<file path="src/rtl/smmp_pkg.sv">
package smmp_pkg;

  // Event kinds reported on the result channel.
  typedef enum logic [1:0] {
    KIND_NOTE_OFF = 2'd0,
    KIND_NOTE_ON  = 2'd1,
    KIND_CONTROL  = 2'd2
  } kind_e;

  // Status byte classification.
  localparam logic [7:0] NOTE_STATUS_MASK = 8'hE0;
  localparam logic [7:0] NOTE_STATUS      = 8'h80;
  localparam logic [7:0] TYPE_MASK        = 8'hF0;
  localparam logic [7:0] CONTROL_STATUS   = 8'hB0;
  localparam logic [3:0] TYPE_NOTE_ON     = 4'h9;
  localparam logic [3:0] TYPE_CONTROL     = 4'hB;

  // Stream widths.
  localparam int unsigned InTdataW  = 8;
  localparam int unsigned OutTdataW = 24;
  localparam int unsigned OutTuserW = 2;

  // One decoded channel message.
  typedef struct packed {
    kind_e      kind;
    logic [3:0] channel;
    logic [6:0] first_data;
    logic [6:0] second_data;
  } event_t;

endpackage

</file>
<file path="src/rtl/smmp_skid.sv">
module smmp_skid (
  input  logic              clk_i,
  input  logic              rst_ni,
  input  logic              in_valid_i,
  output logic              in_ready_o,
  input  smmp_pkg::event_t  in_event_i,
  output logic              out_valid_o,
  input  logic              out_ready_i,
  output smmp_pkg::event_t  out_event_o
);

  logic             out_valid_q;
  logic             skid_valid_q;
  smmp_pkg::event_t out_event_q;
  smmp_pkg::event_t skid_event_q;

  // The upstream side only stalls when the spare slot is occupied.
  assign in_ready_o  = !skid_valid_q;
  assign out_valid_o = out_valid_q;
  assign out_event_o = out_event_q;

  // Control: output slot and spare slot occupancy.
  always_ff @(posedge clk_i or negedge rst_ni) begin
    if (!rst_ni) begin
      out_valid_q  <= 1'b0;
      skid_valid_q <= 1'b0;
    end else if (!out_valid_q || out_ready_i) begin
      if (skid_valid_q) begin
        out_valid_q  <= 1'b1;
        skid_valid_q <= 1'b0;
      end else begin
        out_valid_q <= in_valid_i;
      end
    end else if (in_valid_i && !skid_valid_q) begin
      skid_valid_q <= 1'b1;
    end
  end

  // Payload: no reset needed.
  always_ff @(posedge clk_i) begin
    if (!out_valid_q || out_ready_i) begin
      if (skid_valid_q) begin
        out_event_q <= skid_event_q;
      end else if (in_valid_i) begin
        out_event_q <= in_event_i;
      end
    end else if (in_valid_i && !skid_valid_q) begin
      skid_event_q <= in_event_i;
    end
  end

endmodule

</file>
<file path="src/rtl/serial_midi_message_parser.sv">
// Serial MIDI channel message parser.
// Input stream: one received MIDI byte per beat on s_axis_tdata_i[7:0].
// Output stream: one beat per complete note off, note on or control change
// message; tuser carries the event kind, tdata the channel and data bytes.
// Status bytes of other types and stray data bytes produce no beat. A status
// byte arriving where a data byte is expected drops the partial message and
// is decoded as a new status byte. Running status is not supported.
// The result beat is registered from the second data byte, or waits in the
// spare slot while the receiver stalls. Throughput: one input beat per cycle
// while s_axis_tready_o is high; the byte decode is a short path of compare
// and select logic ahead of the result register. A two-slot output buffer
// decouples the channels: when the receiver stalls, the block keeps taking
// bytes until a second result is pending, and only then drops s_axis_tready_o.
// Reset clears the parser to waiting for a status byte and empties the output.
module serial_midi_message_parser (
  input  logic                                clk_i,
  input  logic                                rst_ni,
  input  logic                                s_axis_tvalid_i,
  output logic                                s_axis_tready_o,
  // [7:0] midi_byte
  input  logic [smmp_pkg::InTdataW-1:0]       s_axis_tdata_i,
  output logic                                m_axis_tvalid_o,
  input  logic                                m_axis_tready_i,
  // [3:0] channel, [10:4] first_data, [17:11] second_data, [23:18] zero
  output logic [smmp_pkg::OutTdataW-1:0]      m_axis_tdata_o,
  // [1:0] event_kind
  output logic [smmp_pkg::OutTuserW-1:0]      m_axis_tuser_o
);

  typedef enum logic [1:0] {
    PH_IDLE   = 2'd0,
    PH_FIRST  = 2'd1,
    PH_SECOND = 2'd2
  } phase_e;

  phase_e     phase_q, phase_d;
  logic [3:0] channel_q, channel_d;
  logic       is_control_q, is_control_d;
  logic       is_note_on_q, is_note_on_d;
  logic [6:0] first_q, first_d;

  logic             in_fire;
  logic             in_ready;
  logic [7:0]       byte_in;
  logic             status_ok;
  logic             ev_valid;
  smmp_pkg::event_t ev;
  smmp_pkg::event_t out_event;

  assign byte_in  = s_axis_tdata_i;
  assign in_fire  = s_axis_tvalid_i && in_ready;
  assign s_axis_tready_o = in_ready;

  // Status bytes worth tracking: note off, note on, control change.
  assign status_ok = ((byte_in & smmp_pkg::NOTE_STATUS_MASK) == smmp_pkg::NOTE_STATUS) ||
                     ((byte_in & smmp_pkg::TYPE_MASK) == smmp_pkg::CONTROL_STATUS);

  // Parser next state and event decode.
  always_comb begin
    phase_d      = phase_q;
    channel_d    = channel_q;
    is_control_d = is_control_q;
    is_note_on_d = is_note_on_q;
    first_d      = first_q;
    ev_valid     = 1'b0;
    if (in_fire) begin
      case (phase_q)
        PH_FIRST: begin
          if (!byte_in[7]) begin
            first_d = byte_in[6:0];
            phase_d = PH_SECOND;
          end else begin
            phase_d = status_ok ? PH_FIRST : PH_IDLE;
          end
        end
        PH_SECOND: begin
          if (!byte_in[7]) begin
            ev_valid = 1'b1;
            phase_d  = PH_IDLE;
          end else begin
            phase_d = status_ok ? PH_FIRST : PH_IDLE;
          end
        end
        default: begin
          phase_d = status_ok ? PH_FIRST : PH_IDLE;
        end
      endcase
      // Any accepted note off, note on or control change status byte becomes the held status.
      if (byte_in[7] && status_ok) begin
        channel_d    = byte_in[3:0];
        is_control_d = (byte_in[7:4] == smmp_pkg::TYPE_CONTROL);
        is_note_on_d = (byte_in[7:4] == smmp_pkg::TYPE_NOTE_ON);
      end
    end
  end

  // Event fields; a note on with zero velocity counts as note off.
  always_comb begin
    ev.channel     = channel_q;
    ev.first_data  = first_q;
    ev.second_data = byte_in[6:0];
    if (is_control_q) begin
      ev.kind = smmp_pkg::KIND_CONTROL;
    end else if (is_note_on_q && (byte_in[6:0] != 7'd0)) begin
      ev.kind = smmp_pkg::KIND_NOTE_ON;
    end else begin
      ev.kind = smmp_pkg::KIND_NOTE_OFF;
    end
  end

  // Parser state.
  always_ff @(posedge clk_i or negedge rst_ni) begin
    if (!rst_ni) begin
      phase_q      <= PH_IDLE;
      channel_q    <= 4'd0;
      is_control_q <= 1'b0;
      is_note_on_q <= 1'b0;
      first_q      <= 7'd0;
    end else begin
      phase_q      <= phase_d;
      channel_q    <= channel_d;
      is_control_q <= is_control_d;
      is_note_on_q <= is_note_on_d;
      first_q      <= first_d;
    end
  end

  // Result register with a spare slot.
  smmp_skid u_skid (
    .clk_i       (clk_i),
    .rst_ni      (rst_ni),
    .in_valid_i  (ev_valid),
    .in_ready_o  (in_ready),
    .in_event_i  (ev),
    .out_valid_o (m_axis_tvalid_o),
    .out_ready_i (m_axis_tready_i),
    .out_event_o (out_event)
  );

  assign m_axis_tdata_o = {6'd0, out_event.second_data, out_event.first_data,
                           out_event.channel};
  assign m_axis_tuser_o = out_event.kind;

endmodule

</file>
<file path="config.mk">
export PLATFORM = sky130hd
export DESIGN_NAME = serial_midi_message_parser
export DESIGN_NICKNAME = d
export VERILOG_FILES = /design/src/rtl/smmp_pkg.sv /design/src/rtl/smmp_skid.sv /design/src/rtl/serial_midi_message_parser.sv
export SDC_FILE = /design/constraint.sdc
export NUM_CORES = 1
export LEC_CHECK = 0
export BUFFER_PORTS_ARGS = -buffer_cell sky130_fd_sc_hd__buf_4
export CAP_MARGIN = 20
export CORE_ASPECT_RATIO = 1.2
export CORE_MARGIN = 3
export CORE_UTILIZATION = 58
export DETAILED_ROUTE_END_ITERATION = 8
export PLACE_DENSITY = 0.87
export SKIP_CTS_REPAIR_TIMING = 1
export SYNTH_ARGS = -nofsm -noshare
export SYNTH_HDL_FRONTEND = slang
export SYNTH_SLANG_ARGS = --single-unit
</file>
<file path="constraint.sdc">
create_clock -name clk_i -period 8.5 [get_ports clk_i]
set_clock_uncertainty 0.15 [all_clocks]
set_input_delay 2.125 -clock clk_i [delete_from_list [all_inputs] [get_ports clk_i]]
set_output_delay 2.125 -clock clk_i [all_outputs]
set_load 0.1 [all_outputs]
</file>
======== After elaboration in Yosys (flattened, before gate mapping) ========
Cells that the tools add are included.
word-level totals
  register bits ........................... 57
  output and inout bits ................... 28
  logic and storage cells ................. 51
cells by class
  equality and inequality tests ........... 5
  mux-type cells .......................... 14
  bitwise logic cells ..................... 2
  reduce and logical (&&, ||, !) cells .... 15
operator list
  kind                count
  $mux 20             2
  $mux 1              9
  $eq 4x4->1 const B  2
  $reduce_bool 7->1   1
  $reduce_and 2->1    3
  $logic_and 1x1->1   4
  $mux 2              2
  $pmux 2 s2          1
  $reduce_bool 2->1   2
  $eq 3x3->1 const B  1
  $reduce_and 3->1    1
  $eq 2x1->1 const B  1
  $eq 2x2->1 const B  1
  $logic_not 1->1     2
  $logic_or 1x1->1    2
  $not 1->1           2

======== Depth between registers and ports, before layout ========
Gate-level depths: netlist of run 1.
  word-level depth ........................ 6
  depth in mapped cells ................... 4
  depth with buffers taken out ............ 4

======== Hierarchy ========
A second synthesis of run 1 with hierarchy kept.
unflattened totals
  cells, all modules ...................... 128
  area total of the unflattened synthesis .. 2334.7 um^2
by module, submodules not included
  module                      instances  cells each  area an instance (um^2)
  smmp_skid                   1          72          1615.3
  serial_midi_message_parser  1          56          719.4

======== Worst setup path before layout of run 1 ========
OpenSTA, ideal clock, no wires.
  path type ............................... input to register
  start ................................... input port m_axis_tready_i
  end ..................................... register u_skid.skid_event_q[0] in the netlist's numbering (enable)
  setup time .............................. 0.448 ns
  arrival ................................. 4.245 ns
  data required time ...................... 7.902 ns
  setup slack ............................. 3.656 ns
  cell stages on the path ................. 3
  cell sequence ........................... inv_1 > nand2_1 > nor4_1
between the ends
  cells in the longest elaborated chain, start to end .. 3
ends and longest elaborated chain
  element                            line                              text
  start: declaration                 serial_midi_message_parser.sv:23  input logic m_axis_tready_i,
  $logic_or 1x1->1                   smmp_skid.sv:41                   if (!out_valid_q || out_ready_i) begin
  $not 1->1 (no source line)         -
  $reduce_and 2->1 (no source line)  -
  end signal: assignment             smmp_skid.sv:48                   skid_event_q <= in_event_i;
  end: declaration                   smmp_skid.sv:15                   smmp_pkg::event_t skid_event_q;
No other way between the ends.
A chain may end at the register's enable or synchronous reset.

======== Final worst setup path of run 1 ========
  start ................................... register u_skid.skid_valid_q
  end ..................................... output port s_axis_tready_o
between the ends
  cells in the longest elaborated chain, start to end .. 1
ends and longest elaborated chain
  element                   line                              text
  start: declaration        smmp_skid.sv:13                   logic skid_valid_q;
  start signal: assignment  smmp_skid.sv:26                   skid_valid_q <= 1'b0;
  start signal: assignment  smmp_skid.sv:30                   skid_valid_q <= 1'b0;
  start signal: assignment  smmp_skid.sv:35                   skid_valid_q <= 1'b1;
  $logic_not 1->1           smmp_skid.sv:18                   assign in_ready_o = !skid_valid_q;
  end: declaration          serial_midi_message_parser.sv:19  output logic s_axis_tready_o,
No other way between the ends.

==> metrics.md, run 1 <==
| Metric | Value |
|---|---|
| Initial core utilization | `60.8%` |
| Async SR Flop Fraction | `29.8%` |
| Vias in the first global route | `1368` |
| Netlist area before placement | `0.00225 sq mm` |
| # rows | `24` |
| Worst slew pin tran | `0.969 ns` |
| Share of synthesized area spent on multiplexers | `14.5%` |
| Post-Syn Area per Cell | `17.0 sq um` |
| Maximum count of clock buffers along a single path | `2` |
| Worst slew margin | `35.4%` |
| Simple-Gate Fraction of Synth Area | `4.79%` |
| Critical path data required time | `6.23 ns` |
| Warnings from Yosys | `0` |
| Most repeated cell in the gate-level netlist after synthesis | `sky130_fd_sc_hd__edfxtp_1` |
| Number of hold-slack violations in the final timing report | `0` |
| Cell at the root of the clock tree | `sky130_fd_sc_hd__clkbuf_8` |
| RD Place Congestion | `0.761` |
| Pin count of the biggest net entering global routing | `27` |
| Maximum level of the CTS H-tree | `3` |
| Crit path arrival time | `1.66 ns` |
| Tot GR Track Use | `19.5%` |
| Worst min path class | `flip-flop to flip-flop` |
| Die W | `62.8 microns` |
| Number of detailed-route iterations in the first pass | `4` |
| Share of the synthesized area in the top cell type | `53.5%` |
| Number of antenna violations at the first check in global routing | `0` |
| Crit share post-route | `46.3%` |
| Adder-cell share of the synthesized area | `1.11%` |
| Yosys cell types | `25` |
| Post-synth EDFFs | `40` |
| Unrepaired setup endpoints after global routing | `false` |
| Total length of routed wires | `3.97 mm` |
| Max rail drop VDD | `142 uV` |
| Overall die height | `74.2 microns` |
| Number of cells on the worst reg-to-reg path | `3` |
| Worst-path clk slew | `0.06 ns` |
| Remaining global-route overflow | `0` |
| Maximum clock frequency | `0.254 GHz` |
| Drc violations | `0` |
| Vias after detailed routing | `1250` |
| HPWL Detailed | `2.58 mm` |
| Kind of capture point of the worst setup path | `primary output` |
| Sequential element share of the synthesized area | `72.4%` |
| Post-synthesis cell count | `132` |
| Top_reg_cell synth | `sky130_fd_sc_hd__edfxtp_1` |
| Outcome | `finished, final reports clean` |
| Drt first-iter violations | `47` |
| Area enclosed by the die boundary | `0.00466 sq mm` |
| Proportion of layout cells with a drive suffix above 1 | `44.1%` |
| Number of violations of the max-capacitance limit | `0` |
| Critical path peak fanout | `26` |
| Number of I/O pins | `40` |
| Count of final max-slew check failures | `0` |
| IO buf count | `33` |
| # nets final | `188` |
| Number of failing setup endpoints in the final timing report | `0` |
| Hold Path Depth | `0` |
| Total Negative Setup Slacks | `0 ns` |
| Detailed-route wire length per cell | `17.2 microns` |
| Final Critical Period | `3.93 ns` |
| Post-layout power | `0.609 mW` |
| Number of buffers added by the clock tree synthesis step | `9` |
| Post-synthesis cell type with the largest combined area | `sky130_fd_sc_hd__edfxtp_1` |
| Compound-Gate Fraction of Synth Area | `2.56%` |
| Nature of the critical path startpoint | `flip-flop` |
| Number of antenna cells inserted | `0` |
| Total power divided by cell area | `225 mW/mm^2` |
| Pleak | `1.05 nW` |
| Most numerous cell types in the synthesized netlist | `sky130_fd_sc_hd__edfxtp_1 (40), sky130_fd_sc_hd__mux2_2 (29), sky130_fd_sc_hd__dfrtp_1 (17), sky130_fd_sc_hd__inv_1 (9), sky130_fd_sc_hd__buf_4 (6)` |
| Core utilization of the finished layout | `73.2%` |
| Clock insertion delay at the later pin of the skew report | `0.33 ns` |
| Dominant cells by area after synthesis | `sky130_fd_sc_hd__edfxtp_1 (53%), sky130_fd_sc_hd__dfrtp_1 (19%), sky130_fd_sc_hd__mux2_2 (15%)` |
| Remaining antenna violation count after routing | `0` |
| Via-per-instance ratio | `5.41` |
| Layout fillers | `245` |
| Area overhead of the layout relative to synthesis | `20.4%` |
| Total number of clock tree sinks | `57` |
| Core area | `0.00369 sq mm` |
| Worst Hold Slack | `0.317 ns` |
| Fraction of synthesized cell area in xor and xnor cells | `0%` |
| Synthesized flop and latch total | `57` |
| Main combinational cell family by area after synthesis | `multiplexers` |
| Wire length of the first global-routing pass | `6.44 mm` |
| Clock tree from TritonCTS | `built` |
| Worst Setup Path Type | `flip-flop to primary output` |
==> critical path, cell delays in order, from the launching register on <==
cell,delay (ns)
sky130_fd_sc_hd__dfrtp_1,0.98
sky130_fd_sc_hd__inv_1,0.09
sky130_fd_sc_hd__buf_4,0.26
==> cells in the final DEF (no fill, tap or decap), drive strengths merged <==
| master | instances |
|---|---|
| nor3 | 2 |
| clkbuf | 15 |
| or4 | 1 |
| and2 | 1 |
| a22o | 2 |
| nor4 | 2 |
| conb | 6 |
| dfrtp | 17 |
| a21oi | 2 |
| inv | 9 |
| nor3b | 1 |
| clkinv | 1 |
| o21ai | 3 |
| nor2 | 2 |
| a31oi | 1 |
| buf | 35 |
| edfxtp | 40 |
| and4bb | 1 |
| nand2 | 5 |
| mux2 | 29 |
| nand2b | 1 |
| ha | 2 |
| o41ai | 1 |
==> power by group <==
group | switching, mW | internal (mW)
logic | 0.0328 | 0.0310
registers | 0.0135 | 0.325
clock network | 0.0938 | 0.113
total | 0.140 | 0.469
==> cell type report <==
cell class              instances  area, sq um  share of cell area (%)
clock inverters                 1         3.75                   0.139
flip-flops and latches         57         1630                    60.1
well taps                      52         65.1                    2.41
repair buffers                 35          270                    9.99
inverters                       9         33.8                    1.25
multi-input cells              62          549                    20.3
clock buffers                  15          156                    5.78
==> per-layer routing <==
metal  vias to the layer above  routed length, microns  global-route usage, %
li1                        560                       -                      -
met1                       623                    1570                   20.9
met2                        52                    2030                   31.5
met3                        15                     258                   9.21
met4                         0                     118                   12.5
met5                         -                       0                      0
==> state kept, by name (all words and copies together) (netlist names), 2 cells and up <==
register and cells:
channel_q 4, phase_q 2, u_skid.skid_event_q 20, first_q 7
u_skid.out_event_o 20
==> stage by stage <==
step                setup slack, ns  std cells  instance area (sq um)
global placement               4.67        214                   2530
global route                   4.43        231                   2710
detailed placement             4.56        214                   2530
CTS                            4.54        230                   2690
finish                         4.57        231                   2710
floorplan                      3.66        137                   2260
==> logic make-up (layout without fill, tap and decap cells) <==
kind of cell	count (synthesis)	after routing
other	1	6
AO/OA/AOI/OAI	9	9
AND/OR/NAND/NOR	16	16
flip-flops	57	57
buffers and inverters	18	60
adder cells (fa/ha/maj)	2	2
multiplexers	29	29
==> worst paths after layout <==
check	start	endpoint	slack [ns]
min in group asynchronous	rst_ni	phase_q[1]	1.50
min reg2reg	channel_q[2]	u_skid.skid_event_q[16]	0.32
max	u_skid.skid_valid_q	s_axis_tready_o	4.57
max reg2reg	u_skid.skid_valid_q	u_skid.out_event_o[6]	6.18
max in group asynchronous	rst_ni	channel_q[0]	6.51
min	channel_q[2]	u_skid.skid_event_q[16]	0.32
Note: power is estimated with default switching activity, not from simulation.
==> run 2, diff against run 1 <==
--- a/config.mk
+++ b/config.mk
@@ -9,9 +9,9 @@
 export CAP_MARGIN = 20
 export CORE_ASPECT_RATIO = 1.2
 export CORE_MARGIN = 3
-export CORE_UTILIZATION = 58
+export CORE_UTILIZATION = 49
 export DETAILED_ROUTE_END_ITERATION = 8
-export PLACE_DENSITY = 0.87
+export PLACE_DENSITY = 0.79
 export SKIP_CTS_REPAIR_TIMING = 1
 export SYNTH_ARGS = -nofsm -noshare
 export SYNTH_HDL_FRONTEND = slang
==> constraint.sdc (replaced) <==
create_clock -name clk_i -period 3.6 [get_ports clk_i]
set_clock_uncertainty 0.15 [all_clocks]
set_input_delay 0.9 -clock clk_i [delete_from_list [all_inputs] [get_ports clk_i]]
set_output_delay 0.9 -clock clk_i [all_outputs]
set_load 0.1 [all_outputs]
==> run 2 against run 1 <==
Hold slack got worse by 0.040 ns. Core utilization fell by 9.3 points. Setup slack got worse by 3.7 ns. Via count fell by 0.48%. Wire length rose by 3.6%. Die area rose by 17%. Final area rose by 2.2%. Clock power rose to 3.1 times the previous value. Sequential power rose by 140%. Cell count rose by 1.7%. Combinational power rose by 140%. Clock-buffer cell count fell by 2.
==> metrics.md, run 2 (synthesis results as in run 1) <==
| Metric | Value |
|---|---|
| Core area | `0.00433 sq mm` |
| Worst Setup Path Type | `flip-flop to primary output` |
| RD Place Congestion | `0.857` |
| Start of the worst register-to-register path | `u_skid.skid_valid_q` |
| Drc violations | `0` |
| Pleak | `1.08 nW` |
| Total number of clock tree sinks | `57` |
| Switching Power | `0.345 mW` |
| Min setup slack post-route | `0.863 ns` |
| Wire length of the first global-routing pass | `6.60 mm` |
| Total length of routed wires | `4.12 mm` |
| Number of cells on the worst reg-to-reg path | `3` |
| Register cell area after layout | `0.00163 sq mm` |
| Nature of the critical path startpoint | `flip-flop` |
| R2R Path End | `channel_q[3]` |
| Footprint of the multi-input gates | `558 sq um` |
| Number of failing setup endpoints in the final timing report | `0` |
| Overall die height | `80.2 microns` |
| Area enclosed by the die boundary | `0.00543 sq mm` |
| Combinational fraction of design power | `9.4%` |
| Number of detailed-route iterations in the first pass | `4` |
| Pin count of the biggest net entering global routing | `27` |
| Relative contribution of the clock network to total power | `40.4%` |
| Remaining global-route overflow | `0` |
| Layout fillers | `318` |
| Pre-CTS setup slack | `1.19 ns` |
| Total power divided by cell area | `576 mW/mm^2` |
| Clock tree from TritonCTS | `built` |
| Placed Cells incl. Taps | `219` |
| Worst-path clk slew | `0.07 ns` |
| Maximum clock frequency | `0.365 GHz` |
| Remaining antenna violation count after routing | `0` |
| Cell at the root of the clock tree | `sky130_fd_sc_hd__clkbuf_8` |
| Number of violations of the max-capacitance limit | `0` |
| Outcome | `finished, final reports clean` |
| Vias in the first global route | `1284` |
| Total Negative Setup Slacks | `0 ns` |
| Proportion of layout cells with a drive suffix above 1 | `45.8%` |
| Post-layout instance count excluding filler cells | `235` |
| Clock insertion delay at the later pin of the skew report | `0.32 ns` |
| Register share of total power | `50.2%` |
| Max rail drop VDD | `322 uV` |
| Kind of capture point of the worst setup path | `primary output` |
| HPWL Detailed | `2.61 mm` |
| Critical path data required time | `2.55 ns` |
| Via-per-instance ratio | `5.29` |
| Die W | `67.8 microns` |
| Number of hold-slack violations in the final timing report | `0` |
| Tot GR Track Use | `17.5%` |
| Slack of the worst reg-to-reg path | `1.25 ns` |
| Launch point of the worst path | `u_skid.skid_valid_q` |
| IO buf count | `33` |
| Maximum level of the CTS H-tree | `3` |
| Crit share post-route | `76.0%` |
| Initial core utilization | `51.9%` |
| Crit path arrival time | `1.69 ns` |
| Final Critical Period | `2.74 ns` |
| Internal power | `1.25 mW` |
| Number of I/O pins | `40` |
| Critical path peak fanout | `26` |
| Worst slew margin | `33.5%` |
| Fraction of power spent switching nets | `21.7%` |
| Most common library cell in the layout ignoring fill and taps | `sky130_fd_sc_hd__edfxtp_1` |
| Drt first-iter violations | `88` |
| Area overhead of the layout relative to synthesis | `23.1%` |
| Detailed-route wire length per cell | `17.5 microns` |
| Worst min path class | `input port to async pin` |
| Number of antenna violations at the first check in global routing | `0` |
| # rows | `26` |
| Worst slew pin tran | `0.997 ns` |
| Number of antenna cells inserted | `0` |
| Unrepaired setup endpoints after global routing | `false` |
| Maximum count of clock buffers along a single path | `2` |
| # nets final | `188` |
| Most frequent cells in the layout | `sky130_fd_sc_hd__edfxtp_1 (40), sky130_fd_sc_hd__buf_4 (35), sky130_fd_sc_hd__mux2_2 (29)` |
| Endpoint of the most critical setup path | `s_axis_tready_o` |
| Number of buffers added by the clock tree synthesis step | `9` |
| Vias after detailed routing | `1244` |
| Count of final max-slew check failures | `0` |
==> run 2: cell types whose count changed in the layout (fill, tap and decap cells not counted), sizes merged <==
cell	change
clkbuf	-2
bufinv	+2
==> run 2: layout make-up <==
class                      count  area share [%]
timing repair buffer          35            9.50
clock buffer                  13            5.38
tap                           56            2.53
inverter                       9            1.22
clock inverter                 3            2.35
multi-input combinational     62            20.2
sequential                    57            58.8
==> run 2: power groups by stage <==
stage	combinational, mW	clock [mW]	sequential (mW)
3_3_place_gp	0.143	0	0.806
2_1_floorplan	0.115	0	0.805
5_1_grt	0.163	0.679	0.808
6_report	0.150	0.643	0.800
3_5_place_dp	0.149	0	0.814
4_1_cts	0.152	0.653	0.801
==> run 2: worst max-delay path, cell delays in order, from the launching register on <==
cell	delay (ns)
sky130_fd_sc_hd__dfrtp_1	0.99
sky130_fd_sc_hd__inv_1	0.09
sky130_fd_sc_hd__buf_4	0.27
==> run 2: how the worst min path moves through the flow <==
| stage | depth (start not counted) | end | slack, ns | start |
|---|---|---|---|---|
| 5_1_grt | 1 | first_q[0] | 0.29 | rst_ni |
| 6_report | 1 | first_q[3] | 0.28 | rst_ni |
| 4_1_cts | 1 | first_q[3] | 0.28 | rst_ni |
| 3_3_place_gp | 0 | u_skid.skid_event_q[14] | 0.30 | channel_q[0] |
| 2_1_floorplan | 0 | u_skid.skid_event_q[14] | 0.29 | channel_q[0] |
| 3_5_place_dp | 0 | u_skid.skid_event_q[15] | 0.31 | channel_q[1] |
==> run 2: routing by layer <==
layer | GRT usage, % | share of wire (%) | vias to the layer above
li1 | - | - | 565
met1 | 20.1 | 37 | 624
met2 | 29.2 | 54 | 44
met3 | 3.36 | 6.1 | 11
met4 | 10.9 | 2.5 | 0
met5 | 0 | 0 | -
==> run 2: through the flow <==
step,area [sq um],util (%),total power [mW],hold slack (ns)
finish,2770,63.9,1.59,0.277
floorplan,2270,-,0.920,0.287
global route,2770,63.9,1.65,0.288
global placement,2550,59.0,0.949,0.299
CTS,2770,63.9,1.61,0.275
detailed placement,2550,59.0,0.963,0.310
==> run 3, diff against run 2 <==
--- a/config.mk
+++ b/config.mk
@@ -5,13 +5,14 @@
 export SDC_FILE = /design/constraint.sdc
 export NUM_CORES = 1
 export LEC_CHECK = 0
+export ABC_AREA = 1
 export BUFFER_PORTS_ARGS = -buffer_cell sky130_fd_sc_hd__buf_4
 export CAP_MARGIN = 20
 export CORE_ASPECT_RATIO = 1.2
 export CORE_MARGIN = 3
-export CORE_UTILIZATION = 49
+export CORE_UTILIZATION = 55
 export DETAILED_ROUTE_END_ITERATION = 8
-export PLACE_DENSITY = 0.79
+export PLACE_DENSITY = 0.83
 export SKIP_CTS_REPAIR_TIMING = 1
 export SYNTH_ARGS = -nofsm -noshare
 export SYNTH_HDL_FRONTEND = slang
==> constraint.sdc (replaced) <==
create_clock -name clk_i -period 2.71 [get_ports clk_i]
set_clock_uncertainty 0.15 [all_clocks]
set_input_delay 0.6775 -clock clk_i [delete_from_list [all_inputs] [get_ports clk_i]]
set_output_delay 0.6775 -clock clk_i [all_outputs]
set_load 0.1 [all_outputs]
==> run 3 against run 2 <==
Synthesized area increased by 3.2%. Combinational power up 36%. Setup slack got worse by 0.32 ns. Via count is 17% higher. Clock power is 16% higher. Cell count up 27%. Core utilization rose by 6.0 points. Synthesized cell count increased by 50%. Largest cell class unchanged.
==> metrics.md, run 3 <==
| Metric | Value |
|---|---|
| Final Critical Period | `2.17 ns` |
| Tot GR Track Use | `17.9%` |
| Vias in the first global route | `1376` |
| Count of final max-slew check failures | `0` |
| Layout fillers | `304` |
| Switching Power | `0.478 mW` |
| Launch point of the worst path | `u_skid.skid_valid_q` |
| Remaining antenna violation count after routing | `0` |
| Drc violations | `0` |
| Total Negative Setup Slacks | `0 ns` |
| Core area | `0.00400 sq mm` |
| Most frequent cells in the layout | `sky130_fd_sc_hd__nand2_1 (75), sky130_fd_sc_hd__edfxtp_1 (40), sky130_fd_sc_hd__buf_4 (37)` |
| Proportion of layout cells with a drive suffix above 1 | `25.7%` |
| Cells traversed along the worst timing path | `inv_2, buf_4` |
| Pre-CTS setup slack | `0.791 ns` |
| Critical path data required time | `1.88 ns` |
| RD Place Congestion | `0.817` |
| Footprint of the multi-input gates | `576 sq um` |
| Placed cell areas | `0.00261 sq mm` |
| Area enclosed by the die boundary | `0.00503 sq mm` |
| Sum of met2 wire segment lengths after detailed routing | `1.98 mm` |
| Core utilization of the finished layout | `69.9%` |
| Post-layout power | `2.00 mW` |
| Unrepaired setup endpoints after global routing | `false` |
| Synthesized flop and latch total | `57` |
| Pleak | `1.22 nW` |
| Detailed-route wire length per cell | `13.0 microns` |
| Share of the synthesized area in the top cell type | `51.8%` |
| Die W | `65.3 microns` |
| Most numerous cell types in the synthesized netlist | `sky130_fd_sc_hd__nand2_1 (75), sky130_fd_sc_hd__edfxtp_1 (40), sky130_fd_sc_hd__dfrtp_1 (17), sky130_fd_sc_hd__inv_1 (14)` |
| Netlist area before placement | `0.00232 sq mm` |
| Number of hold-slack violations in the final timing report | `0` |
| Nature of the critical path startpoint | `flip-flop` |
| Via-per-instance ratio | `4.89` |
| Initial core utilization | `57.9%` |
| Worst Setup Path Type | `flip-flop to primary output` |
| Number of antenna violations at the first check in global routing | `0` |
| Number of buffers added by the clock tree synthesis step | `9` |
| Kind of capture point of the worst setup path | `primary output` |
| Worst-path cell with the longest stage delay | `sky130_fd_sc_hd__dfrtp_1` |
| Worst min path class | `input port to async pin` |
| Relative contribution of the clock network to total power | `37.2%` |
| Clock insertion delay at the later pin of the skew report | `0.33 ns` |
| Critical path peak fanout | `15` |
| Maximum clock frequency | `0.461 GHz` |
| Combinational fraction of design power | `10.2%` |
| Crit path arrival time | `1.34 ns` |
| Area overhead of the layout relative to synthesis | `20.8%` |
| Number of antenna cells inserted | `0` |
| Fraction of power spent switching nets | `23.9%` |
| Post-synthesis cell count | `198` |
| Post-synth EDFFs | `40` |
| Most repeated cell in the gate-level netlist after synthesis | `sky130_fd_sc_hd__nand2_1` |
| Post-Syn Area per Cell | `11.7 sq um` |
| Top_reg_cell synth | `sky130_fd_sc_hd__edfxtp_1` |
| Start of the worst register-to-register path | `u_skid.skid_valid_q` |
| Routed length on met1 | `1.55 mm` |
| Crit-path max cell delay | `0.39 ns` |
| Sequential element share of the synthesized area | `70.2%` |
| Min setup slack post-route | `0.541 ns` |
| Warnings from Yosys | `0` |
| Cell at the root of the clock tree | `sky130_fd_sc_hd__clkbuf_8` |
| Most common library cell in the layout ignoring fill and taps | `sky130_fd_sc_hd__nand2_1` |
| HPWL Detailed | `2.67 mm` |
| Max rail drop VDD | `481 uV` |
| Maximum level of the CTS H-tree | `3` |
| Total power divided by cell area | `716 mW/mm^2` |
| Yosys cell types | `24` |
| Number of detailed-route iterations in the first pass | `4` |
| Total length of routed wires | `3.90 mm` |
| Clock tree from TritonCTS | `built` |
| Maximum count of clock buffers along a single path | `2` |
| Register share of total power | `52.7%` |
| Drt first-iter violations | `41` |
| Outcome | `finished, final reports clean` |
| Register cell area after layout | `0.00163 sq mm` |
| Async SR Flop Fraction | `29.8%` |
| Remaining global-route overflow | `0` |
| Internal power | `1.53 mW` |
| # rows | `25` |
| Final instance area | `0.00280 sq mm` |
| Total number of clock tree sinks | `57` |
| Number of I/O pins | `40` |
| Overall die height | `77.1 microns` |
| Crit share post-route | `80.0%` |
| Number of failing setup endpoints in the final timing report | `0` |
| Vias after detailed routing | `1461` |
| Post-synthesis cell type with the largest combined area | `sky130_fd_sc_hd__edfxtp_1` |
| IO buf count | `33` |
| Dominant cells by area after synthesis | `sky130_fd_sc_hd__edfxtp_1 (52%), sky130_fd_sc_hd__dfrtp_1 (18%), sky130_fd_sc_hd__nand2_1 (12%)` |
| Worst-path clk slew | `0.06 ns` |
| Number of violations of the max-capacitance limit | `0` |
| Top routing layer in use | `met4` |
| Detailed-routed wire length on met3 | `254 microns` |
| # nets final | `254` |
| Pin count of the biggest net entering global routing | `29` |
| Wire length of the first global-routing pass | `6.50 mm` |
-- run 3: cell types whose count changed in the layout (fill, tap and decap cells not counted), sizes merged, moves of 5 or more --
cell   before  now
o21ai       3   14
mux2       29    0
nand2       5   76
nand3       0    6
inv         9   16
nor2        2    7
-- run 3: path summary, 6_finish.rpt --
kind	slack, ns	cells past startpoint	endpoint
worst max-delay path	0.54	2	s_axis_tready_o
worst min-delay path	0.05	1	phase_q[1]
worst max register to register	1.02	4	u_skid.skid_event_q[8]
worst min register to register	0.33	0	u_skid.skid_event_q[13]
max in group asynchronous	2.16	1	channel_q[3]
min in group clk_i	0.33	0	u_skid.skid_event_q[13]
-- run 3: worst max-delay path: cells and delay by family, from the launching register on --
kind                   cells  cell delay (ns)
buffers and inverters      2             0.62
DFF                        1             0.39
-- run 3: kinds of logic (layout without fill, tap and decap cells) --
group                      Yosys count  in the layout  synth area share, %
and+or+nand+nor                     94             94                 16.9
DFF                                 57             57                 70.2
buffers and inverters               27             69                 6.04
AOI/OAI and AO/OA                   17             17                 5.67
adders and majority gates            2              2                 1.08
other                                1              6                0.162
-- run 3: power groups by stage --
stage	sequential [mW]	combinational (mW)	clock [mW]
3_5_place_dp	1.07	0.207	0
6_report	1.06	0.204	0.746
4_1_cts	1.06	0.207	0.760
3_3_place_gp	1.07	0.199	0
5_1_grt	1.06	0.232	0.815
2_1_floorplan	1.07	0.161	0
-- run 3: layer usage --
metal / up-vias / global-route usage, %
met1: 672 / 20.7
met5: - / 0
met4: 0 / 10.4
met2: 52 / 28.2
li1: 725 / -
met3: 12 / 6.59
-- run 3: stage by stage --
| step | hold slack, ns | std cells |
|---|---|---|
| after detailed placement | 0.314 | 283 |
| after global routing | 0.0406 | 299 |
| after floorplan | 0.232 | 203 |
| after CTS | 0.0472 | 299 |
| final | 0.0518 | 299 |
| after global placement | 0.307 | 283 |
-- run 3: final cells by class --
type / instances / share of cell area [%]
tap: 54 / 2.41
inverter: 16 / 2.32
clock inverter: 4 / 1.52
sequential: 57 / 58.1
clock buffer: 12 / 5.18
multi-input combinational: 119 / 20.6
timing repair buffer: 37 / 9.92
